File: src/sv/krbm_pkg.sv
// Types and constants of the key repeat and battery monitor core.
package krbm_pkg;

    localparam int KEYS_W    = 7;
    localparam int SAMPLE_W  = 12;
    localparam int CODE_W    = 3;
    localparam int LEVEL_W   = 3;
    localparam int COUNT_W   = 8;
    localparam int SUM_W     = 17;
    localparam int CFG_IDX_W = 3;
    localparam int CFG_DATA_W = 12;

    localparam logic [COUNT_W-1:0]  SCAN_DIVIDER_RESET    = 8'd20;
    localparam logic [COUNT_W-1:0]  BATTERY_EVERY_RESET   = 8'd5;
    localparam logic [SAMPLE_W-1:0] LEVEL3_RESET          = 12'd3000;
    localparam logic [SAMPLE_W-1:0] LEVEL2_RESET          = 12'd2730;
    localparam logic [SAMPLE_W-1:0] LEVEL1_RESET          = 12'd2460;
    localparam logic [COUNT_W-1:0]  HOLD_DELAY_RESET      = 8'd25;
    localparam logic [COUNT_W-1:0]  REPEAT_INTERVAL_RESET = 8'd3;
    localparam logic [COUNT_W-1:0]  BATTERY_COUNT_RESET   = 8'd5;
    localparam logic [SUM_W-1:0]    BATTERY_SUM_RESET     = SUM_W'(3200 * 32);

    localparam logic [CODE_W-1:0]  KEY_NONE  = 3'd0;
    localparam logic [CODE_W-1:0]  KEY_M     = 3'd1;
    localparam logic [CODE_W-1:0]  KEY_B     = 3'd2;
    localparam logic [CODE_W-1:0]  KEY_UP    = 3'd4;

    localparam logic [LEVEL_W-1:0] LEVEL_0   = 3'd0;
    localparam logic [LEVEL_W-1:0] LEVEL_1   = 3'd1;
    localparam logic [LEVEL_W-1:0] LEVEL_2   = 3'd2;
    localparam logic [LEVEL_W-1:0] LEVEL_3   = 3'd3;
    localparam logic [LEVEL_W-1:0] LEVEL_USB = 3'd4;

    typedef enum logic [CFG_IDX_W-1:0] {
        CFG_SCAN_DIVIDER,
        CFG_BATTERY_EVERY,
        CFG_LEVEL3_THRESHOLD,
        CFG_LEVEL2_THRESHOLD,
        CFG_LEVEL1_THRESHOLD,
        CFG_HOLD_DELAY,
        CFG_REPEAT_INTERVAL
    } krbm_cfg_idx_t;

    typedef struct packed {
        logic [KEYS_W-1:0]   keys_pressed;
        logic                usb_power;
        logic [SAMPLE_W-1:0] battery_sample;
    } krbm_in_t;

    typedef struct packed {
        logic               key_valid;
        logic [CODE_W-1:0]  key_code;
        logic [LEVEL_W-1:0] power_level;
        logic               power_changed;
    } krbm_out_t;

    typedef struct packed {
        logic [COUNT_W-1:0]  scan_divider;
        logic [COUNT_W-1:0]  battery_every;
        logic [SAMPLE_W-1:0] level3_threshold;
        logic [SAMPLE_W-1:0] level2_threshold;
        logic [SAMPLE_W-1:0] level1_threshold;
        logic [COUNT_W-1:0]  hold_delay;
        logic [COUNT_W-1:0]  repeat_interval;
    } krbm_cfg_t;

endpackage

File: src/sv/krbm_cfg_regs.sv
// Configuration register file of the key repeat and battery monitor core.
module krbm_cfg_regs (
    input  logic                           clk,
    input  logic                           rst_n,
    input  logic                           cfg_we,
    input  logic [krbm_pkg::CFG_IDX_W-1:0]  cfg_index,
    input  logic [krbm_pkg::CFG_DATA_W-1:0] cfg_data,
    output krbm_pkg::krbm_cfg_t            cfg
);
    import krbm_pkg::*;

    krbm_cfg_t cfg_reg;
    krbm_cfg_t cfg_next;

    always_comb
    begin
        cfg_next = cfg_reg;
        if (cfg_we)
        begin
            case (cfg_index)
                CFG_SCAN_DIVIDER:     cfg_next.scan_divider     = cfg_data[COUNT_W-1:0];
                CFG_BATTERY_EVERY:    cfg_next.battery_every    = cfg_data[COUNT_W-1:0];
                CFG_LEVEL3_THRESHOLD: cfg_next.level3_threshold = cfg_data[SAMPLE_W-1:0];
                CFG_LEVEL2_THRESHOLD: cfg_next.level2_threshold = cfg_data[SAMPLE_W-1:0];
                CFG_LEVEL1_THRESHOLD: cfg_next.level1_threshold = cfg_data[SAMPLE_W-1:0];
                CFG_HOLD_DELAY:       cfg_next.hold_delay       = cfg_data[COUNT_W-1:0];
                CFG_REPEAT_INTERVAL:  cfg_next.repeat_interval  = cfg_data[COUNT_W-1:0];
                default:              cfg_next = cfg_reg;
            endcase
        end
    end

    always_ff @(posedge clk or negedge rst_n)
    begin
        if (!rst_n)
        begin
            cfg_reg.scan_divider     <= SCAN_DIVIDER_RESET;
            cfg_reg.battery_every    <= BATTERY_EVERY_RESET;
            cfg_reg.level3_threshold <= LEVEL3_RESET;
            cfg_reg.level2_threshold <= LEVEL2_RESET;
            cfg_reg.level1_threshold <= LEVEL1_RESET;
            cfg_reg.hold_delay       <= HOLD_DELAY_RESET;
            cfg_reg.repeat_interval  <= REPEAT_INTERVAL_RESET;
        end
        else
        begin
            cfg_reg <= cfg_next;
        end
    end

    assign cfg = cfg_reg;

endmodule

File: src/sv/krbm_engine.sv
// Tick state and next-state logic: scan divider, battery average and key repeat.
module krbm_engine (
    input  logic                clk,
    input  logic                rst_n,
    input  logic                step,
    input  krbm_pkg::krbm_cfg_t cfg,
    input  krbm_pkg::krbm_in_t  tick,
    output krbm_pkg::krbm_out_t result
);
    import krbm_pkg::*;

    logic [COUNT_W-1:0] scan_count_reg, scan_count_next;
    logic [COUNT_W-1:0] battery_count_reg, battery_count_next;
    logic [SUM_W-1:0]   battery_sum_reg, battery_sum_next;
    logic [CODE_W-1:0]  last_key_reg, last_key_next;
    logic [COUNT_W-1:0] wait_count_reg, wait_count_next;
    logic               long_press_done_reg, long_press_done_next;
    logic [LEVEL_W-1:0] level_now_reg, level_now_next;

    logic [COUNT_W-1:0]  battery_inc;
    logic [SAMPLE_W-1:0] avg;
    logic [LEVEL_W-1:0]  level;
    logic [COUNT_W-1:0]  wait_dec;
    logic [CODE_W-1:0]   key;

    // Lowest set bit wins.
    always_comb
    begin
        key = KEY_NONE;
        for (int b = KEYS_W - 1; b >= 0; b--)
        begin
            if (tick.keys_pressed[b])
                key = CODE_W'(b + 1);
        end
    end

    assign battery_inc = battery_count_reg + 8'd1;
    assign avg         = battery_sum_reg[SUM_W-1:5];
    assign wait_dec    = (wait_count_reg != '0) ? wait_count_reg - 8'd1 : wait_count_reg;

    always_comb
    begin
        if (tick.usb_power)
            level = LEVEL_USB;
        else if (avg > cfg.level3_threshold)
            level = LEVEL_3;
        else if (avg > cfg.level2_threshold)
            level = LEVEL_2;
        else if (avg > cfg.level1_threshold)
            level = LEVEL_1;
        else
            level = LEVEL_0;
    end

    always_comb
    begin
        scan_count_next      = scan_count_reg;
        battery_count_next   = battery_count_reg;
        battery_sum_next     = battery_sum_reg;
        last_key_next        = last_key_reg;
        wait_count_next      = wait_count_reg;
        long_press_done_next = long_press_done_reg;
        level_now_next       = level_now_reg;
        result.key_valid     = 1'b0;
        result.key_code      = KEY_NONE;
        result.power_changed = 1'b0;

        if (scan_count_reg != '0)
        begin
            scan_count_next = scan_count_reg - 8'd1;
        end
        else
        begin
            scan_count_next    = cfg.scan_divider;
            battery_count_next = battery_inc;
            if (battery_inc >= cfg.battery_every)
            begin
                // Level comes from the average before this sample is folded in.
                battery_sum_next = battery_sum_reg + SUM_W'(tick.battery_sample)
                                   - SUM_W'(avg);
                if (level != level_now_reg)
                begin
                    level_now_next       = level;
                    result.power_changed = 1'b1;
                end
                battery_count_next = '0;
            end

            wait_count_next = wait_dec;
            if (key != KEY_NONE)
            begin
                if (key == last_key_reg)
                begin
                    if (wait_dec == '0)
                    begin
                        if (key >= KEY_UP)
                        begin
                            wait_count_next  = cfg.repeat_interval;
                            result.key_valid = 1'b1;
                            result.key_code  = key;
                        end
                        else if (key == KEY_M && !long_press_done_reg)
                        begin
                            long_press_done_next = 1'b1;
                            result.key_valid     = 1'b1;
                            result.key_code      = KEY_B;
                        end
                    end
                end
                else
                begin
                    wait_count_next      = cfg.hold_delay;
                    long_press_done_next = 1'b0;
                    result.key_valid     = 1'b1;
                    result.key_code      = key;
                end
            end
            last_key_next = key;
        end
        result.power_level = level_now_next;
    end

    always_ff @(posedge clk or negedge rst_n)
    begin
        if (!rst_n)
        begin
            scan_count_reg      <= '0;
            battery_count_reg   <= BATTERY_COUNT_RESET;
            battery_sum_reg     <= BATTERY_SUM_RESET;
            last_key_reg        <= KEY_NONE;
            wait_count_reg      <= '0;
            long_press_done_reg <= 1'b0;
            level_now_reg       <= LEVEL_0;
        end
        else if (step)
        begin
            scan_count_reg      <= scan_count_next;
            battery_count_reg   <= battery_count_next;
            battery_sum_reg     <= battery_sum_next;
            last_key_reg        <= last_key_next;
            wait_count_reg      <= wait_count_next;
            long_press_done_reg <= long_press_done_next;
            level_now_reg       <= level_now_next;
        end
    end

endmodule

File: src/sv/key_repeat_and_battery_monitor_core.sv
// A tick accepted into the input register moves into the result register when that one is free or leaving.
// Throughput: one tick per cycle while out_stall is low; the engine's next-state logic is combinational.
// While a result waits under out_stall the input register still takes one tick; in_stall
// rises once both registers are full.
// Reset (rst_n low, asynchronous) empties both registers and restores the counters,
// the running battery sum (102400) and all configuration registers to their defaults.
module key_repeat_and_battery_monitor_core (
    input  logic                           clk,
    input  logic                           rst_n,
    input  logic                           in_valid,
    output logic                           in_stall,
    input  krbm_pkg::krbm_in_t             in_data,
    output logic                           out_valid,
    input  logic                           out_stall,
    output krbm_pkg::krbm_out_t            out_data,
    input  logic                           cfg_we,
    input  logic [krbm_pkg::CFG_IDX_W-1:0]  cfg_index,
    input  logic [krbm_pkg::CFG_DATA_W-1:0] cfg_data
);
    import krbm_pkg::*;

    logic      in_valid_reg, in_valid_next;
    krbm_in_t  in_data_reg;
    logic      out_valid_reg, out_valid_next;
    krbm_out_t out_data_reg;
    krbm_cfg_t cfg;
    krbm_out_t result;
    logic      advance;
    logic      take;

    krbm_cfg_regs u_cfg (
        .clk       (clk),
        .rst_n     (rst_n),
        .cfg_we    (cfg_we),
        .cfg_index (cfg_index),
        .cfg_data  (cfg_data),
        .cfg       (cfg)
    );

    krbm_engine u_engine (
        .clk    (clk),
        .rst_n  (rst_n),
        .step   (advance),
        .cfg    (cfg),
        .tick   (in_data_reg),
        .result (result)
    );

    // Move the held tick into the result register when that one is free or leaving.
    assign advance  = in_valid_reg && (!out_valid_reg || !out_stall);
    assign in_stall = in_valid_reg && !advance;
    assign take     = in_valid && !in_stall;

    always_comb
    begin
        in_valid_next = in_valid_reg;
        if (take)
            in_valid_next = 1'b1;
        else if (advance)
            in_valid_next = 1'b0;

        out_valid_next = out_valid_reg;
        if (advance)
            out_valid_next = 1'b1;
        else if (!out_stall)
            out_valid_next = 1'b0;
    end

    always_ff @(posedge clk or negedge rst_n)
    begin
        if (!rst_n)
        begin
            in_valid_reg  <= 1'b0;
            out_valid_reg <= 1'b0;
        end
        else
        begin
            in_valid_reg  <= in_valid_next;
            out_valid_reg <= out_valid_next;
        end
    end

    always_ff @(posedge clk)
    begin
        if (take)
            in_data_reg <= in_data;
        if (advance)
            out_data_reg <= result;
    end

    assign out_valid = out_valid_reg;
    assign out_data  = out_data_reg;

endmodule

File: config.mk
export PLATFORM = sky130hd
export DESIGN_NAME = key_repeat_and_battery_monitor_core
export DESIGN_NICKNAME = d
export VERILOG_FILES = /design/src/sv/krbm_pkg.sv /design/src/sv/krbm_cfg_regs.sv /design/src/sv/krbm_engine.sv /design/src/sv/key_repeat_and_battery_monitor_core.sv
export SDC_FILE = /design/constraint.sdc
export NUM_CORES = 1
export LEC_CHECK = 0
export ABC_AREA = 1
export BUFFER_PORTS_ARGS = -buffer_cell sky130_fd_sc_hd__buf_2
export CAP_MARGIN = 30
export CORE_MARGIN = 1
export CORE_UTILIZATION = 40
export DETAILED_ROUTE_END_ITERATION = 7
export GPL_ROUTABILITY_DRIVEN = 0
export PLACE_DENSITY_LB_ADDON = 0.3
export SLEW_MARGIN = 20
export SYNTH_ARGS = -nofsm -noshare
export SYNTH_HDL_FRONTEND = slang
export SYNTH_HIERARCHICAL = 1
export SYNTH_SLANG_ARGS = --single-unit
File: constraint.sdc
create_clock -name clk -period 7 [get_ports clk]
set_clock_uncertainty 0.05 [all_clocks]
set_input_delay 1.05 -clock clk [delete_from_list [all_inputs] [get_ports clk]]
set_output_delay 1.05 -clock clk [all_outputs]
set_load 0.02 [all_outputs]
# == Word-level counts from Yosys, hierarchy flattened ==
# Cells that the tools add are included.
# W data, S select, Z words.
# totals
rom_bits,0
n_memories,0
register_bits,146
ram_bits,0
inputBits,40
out_inout_bits,10
latchBits,0
# op_classes
n_mux,34
mul,0
n_reduce_logical,28
shift,0
n_bitwise,3
div,0
addsub,5
n_lt_le_gt_ge,5
n_eq_ne,13
# op_table
op,n
$mux W8,7
$mux W3,13
$gt A12 B12 Y1,3
$add A17 B12 Y17,1
$sub A17 B12 Y17,1
$mux W4,4
$reduce_and A2 Y1,8
$reduce_bool A8 Y1,2
$sub A8 B1 Y8 const B,2
$mux W1,10
$eq A3 B3 Y1 const B,3
$add A8 B1 Y8 const B,1
$ge A8 B8 Y1,1
$logic_not A8 Y1,1
$eq A3 B1 Y1 const B,2
$eq A3 B2 Y1 const B,2
$ne A2 B2 Y1 const B,3
$reduce_and A6 Y1,1
$logic_not A1 Y1,5
$logic_and A1 B1 Y1,4
$reduce_or A2 Y1,2
$eq A3 B3 Y1,1
$ge A3 B3 Y1 const B,1
$logic_not A3 Y1,1
7 further kinds,9

# == Depth between registers and ports, before layout ==
# logic_depth
depth_word,13
depth_mapped,17
mapped_depth_nobuf,17

# == By module ==
# Netlist, hierarchy kept.
# modules_own_cells
mod,seq_area_each_um2,area_each_um2,cells_per_inst,n_inst
krbm_engine,1207.4,5370.2,773,1
krbm_cfg_regs,1736.7,2717.6,308,1
key_repeat_and_battery_monitor_core,890.9,935.9,40,1

# == Worst setup path before layout ==
# Ideal clock, no wire load.
# synth_path
kind,input port to flip-flop
from,input port out_stall
to,register u_engine.battery_sum_reg[10]
required_ps,6827
setup_time_ps,123
n_path_buf,2
t_arrival_ps,2734
cell_stages,8
setup_slack_ps,4093
path_cell_list,a21oi_1 inv_1 nor2_2 nand2_1 buf_2 buf_2 nand2_1 o21ai_1
# synth_via
elab_chain_len,4
# synth_rtl
item,line,source
"start, declared",key_repeat_and_battery_monitor_core.sv:14,"input logic out_stall,"
$logic_not A1 Y1,-,
$logic_or A1 B1 Y1,key_repeat_and_battery_monitor_core.sv:50,assign advance = in_valid_reg && (!out_valid_reg || !out_stall);
$logic_and A1 B1 Y1,key_repeat_and_battery_monitor_core.sv:50,
$reduce_and A3 Y1 (no source line),-,
"end signal, assigned",krbm_engine.sv:139,battery_sum_reg <= battery_sum_next;
"end, declared",krbm_engine.sv:14,"logic [SUM_W-1:0] battery_sum_reg, battery_sum_next;"
# Every way passes these cells.
# A chain may end at the register's enable or synchronous reset.

# == Worst setup path after layout ==
# layout_path
from,register u_engine.battery_count_reg[2]
to,register u_engine.battery_sum_reg[14]
# layout_via
elab_chain_len,3
# layout_rtl
item,line,source
"start, declared",krbm_engine.sv:13,"logic [COUNT_W-1:0] battery_count_reg, battery_count_next;"
"start signal, assigned",krbm_engine.sv:138,battery_count_reg <= battery_count_next;
$add A8 B1 Y8,krbm_engine.sv:37,assign battery_inc = battery_count_reg + 8'd1;
$ge A8 B8 Y1,krbm_engine.sv:76,if (battery_inc >= cfg.battery_every)
$reduce_and A3 Y1 (no source line),-,
# Every way passes these cells.

==> flow_summary_export.csv <==
group,metric,value,unit
finish,finish.net_count,1295,
clock_network,cts.sinks,146,
place,hpwl,14600,um
synth,yosysUniqueCellTypes,53,
power,switching_share,35.8,%
finish,mostFrequentLayoutCell,"nand2_1",
synth,synth_top_flop_cell,"dfrtp_1",
finish,final_cell_mix,"365 x nand2_1, 176 x inv_1, 85 x dfrtp_1",
critical_path,slowest_delay,0.56,ns
power,pwr-share-seq,33.9,%
sta,holdWs,0.412,ns
synth,syn_area_per_cell,8.05,um^2
flow_run,cap_violations,0,
critical_path,cp_common_cell,"nand2_1",
finish,fin_cells,1471,
critical_path,critPathBufInv,4,
synth,synthMuxAreaShare,0,%
critical_path,required,7.26,ns
route,viasPerCell,4.88,
critical_path,worstSetupEndpointType,"flop",
critical_path,worstSetupPathType,"reg -> reg",
floorplanning,ios,50,
place,pre_cts_slack,3.55,ns
clock_network,cts_resized,0,
clock_network,worstSkewPairLatency,0.43,ns
critical_path,cp_top_family,"simple AND/OR/NAND/NOR gates",
synth,synth_compound_area_share,7.89,%
critical_path,arrival,3.70,ns
synth,synth_area,0.00902,mm^2
sta,setup_viol,0,
global_route,grt_max_degree,73,
finish,fill_cells,2111,
place,dpl_cell_area,0.00957,mm^2
place,portBuffers,49,
synth,synthCells,1121,
finish,largest_reg_flops,68,
run_status,status,"finished, violations left",
route,wire_per_inst,13.8,um
route,via_count,7183,
global_route,antenna_found_initial,0,
sta,fmax,291,MHz
synth,synth_top_family_by_area,"simple AND/OR/NAND/NOR gates",
run_status,violations,"DRC",
floorplanning,die_w,152,um
synth,ys.warnings.count,6,
sta,fin_crit,3.44,ns
sta,fin_crit_sh,49.1,%
finish,diodes,0,
worst_hold_path,hold_class,"reg -> reg",
clock_network,h-tree-depth,4,
synth,async_reset_ff_share,80.8,%
floorplanning,initial_utilization,41.1,%
sta,slew_violations,0,
power,peakVddDrop,0.000161,V
finish,drive_gt1_share,14.7,%
power,p_leak,5.35,nW
clock_network,postCtsSetupBuffers,0,
place,post-place-cells,1436,
critical_path,slowest_stage,"dfstp_2",
clock_network,root_buffer,"clkbuf_16",
power,pwr-share-clk,31.1,%
floorplanning,die_h,152,um
global_route,grt_pass1_vias,7255,
route,post-route-drc-count,4,
clock_network,clockBufferDepth,2,
critical_path,path_cells,"nand2_1 > inv_1 > nand4_1 > nand3b_1 > xor2_1 > inv_1 > ha_1 > nand2_1 > nor2_1 > nand4_1 > o2111ai_1 > buf_4 > nand2_1 > clkinv_1 > nand3_1 > o21ai_0",
power,p_switching,1.22,mW
power,p_per_area,332,mW/mm^2
synth,synth_edf_count,28,
floorplanning,rows,54,
synth,synth_simple_gate_area_share,27.0,%
floorplanning,die_area,0.0232,mm^2
synth,synth_nets,1238,
finish,multiInputGateArea,0.00439,mm^2
finish,final_cell_area,0.0103,mm^2
power,power.internal,2.20,mW
global_route,grt_util_all_layers,19.2,%
route,ant_nets,0,
route,dr.pass1.iters,8,
clock_network,hold_buffers,0,
floorplanning,coreArea,0.0220,mm^2
sta,rsz0062_at_grt,"no",
power,pwr-share-comb,35.0,%
global_route,grt_first_pass_wirelength,35400,um
global_route,grt_overflow,0,
route,drtIter0Drc,305,
sta,tightest_slew,0.652,ns
synth,synth_xor_area_share,2.04,%
sta,relSlewSlack,56.5,%
clock_network,cts_tree,"yes",
finish,area_growth,14.3,%
critical_path,cp-start-kind,"flop",
clock_network,clkSlewWorstSetupHoldPaths,0.06,ns
finish,regArea,0.00383,mm^2
sta,worst_slack,3.56,ns
sta,fin_tns_setup,0,ns
synth,synth-seq-cells,146,
route,routed_wl,20300,um
critical_path,cp_max_fo,20,
sta,hold_violations,0,
synth,synthAdderAreaFrac,11.7,%
synth,seq_area_frac_synth,42.5,%
clock_network,cts_buffers,17,
-- cell families after synthesis --
logic type	Yosys count
AO/OA/AOI/OAI	121
XOR/XNOR	21
adder cells (fa/ha/maj)	77
buffers and inverters	207
flip-flops	146
AND/OR/NAND/NOR	549
-- per-stage QoR --
stage	util, %	power (mW)
floorplan	-	2.07
global placement	43.6	2.34
detailed placement	43.6	2.36
CTS	46.7	3.45
global route	47.0	3.70
finish	47.0	3.42
-- worst register-to-register path: stages (launching register included) --
cell	delay, ns
dfstp_2	0.56
nand2_1	0.06
inv_1	0.08
nand4_1	0.13
nand3b_1	0.20
xor2_1	0.21
inv_1	0.07
ha_1	0.28
nand2_1	0.08
nor2_1	0.06
nand4_1	0.06
o2111ai_1	0.11
buf_4	0.20
nand2_1	0.47
clkinv_1	0.44
nand3_1	0.17
o21ai_0	0.09
-- worst paths after layout --
kind	start	to	cells after the start	slack [ns]
setup / recovery	u_engine/battery_count_reg[2]$_DFFE_PN1P_	u_engine/battery_sum_reg[14]$_DFFE_PN0P_	16	3.56
hold / removal	u_cfg/cfg[24]$_DFFE_PN1P_	u_cfg/cfg[24]$_DFFE_PN1P_	2	0.41
setup reg to reg	u_engine/battery_count_reg[2]$_DFFE_PN1P_	u_engine/battery_sum_reg[14]$_DFFE_PN0P_	16	3.56
hold reg to reg	u_cfg/cfg[24]$_DFFE_PN1P_	u_cfg/cfg[24]$_DFFE_PN1P_	2	0.41
max in group asynchronous	rst_n	u_cfg/cfg[11]$_DFFE_PN1P_	3	5.19
min in group asynchronous	rst_n	u_engine/battery_sum_reg[14]$_DFFE_PN0P_	1	0.58
-- cell type report --
class                      count  area share [%]
tap                          280            3.40
clock buffer                  23            4.73
inverter                     188            6.84
multi-input combinational    768            42.6
clock inverter                 9            1.94
sequential                   146            37.2
timing repair buffer          57            3.37
-- per-layer routing --
layer / part of all wire, % / vias to the layer above / GRT usage, %
met5: 0 / - / 0
met3: 3.5 / 44 / 3.73
met1: 46 / 3334 / 24.1
li1: - / 3678 / -
met2: 48 / 127 / 32.5
met4: 2.8 / 0 / 7.48
-- synth_stat cells, drive strengths merged, types with 4 or more instances --
cell / instances / area, um^2
nand2: 379 / 1480
inv: 187 / 702
dfrtp: 85 / 2130
nand3: 78 / 423
ha: 65 / 813
nor2: 55 / 263
o21ai: 52 / 264
a21oi: 39 / 206
dfstp: 33 / 867
edfxtp: 28 / 841
nand4: 20 / 138
buf: 16 / 87.6
xor2: 13 / 114
fa: 12 / 240
a31oi: 8 / 50.1
xnor2: 8 / 70.1
nand3b: 7 / 52.6
o31ai: 6 / 70.1
a21o: 4 / 30.0
nor3: 4 / 20.0
-- power groups by stage --
stage,clock network [mW],logic (mW),registers (mW)
floorplan,0,0.931,1.14
global placement,0,1.17,1.17
detailed placement,0,1.19,1.17
CTS,1.09,1.20,1.16
global route,1.13,1.39,1.18
finish,1.06,1.20,1.16
(Power assumes the default switching activity.)
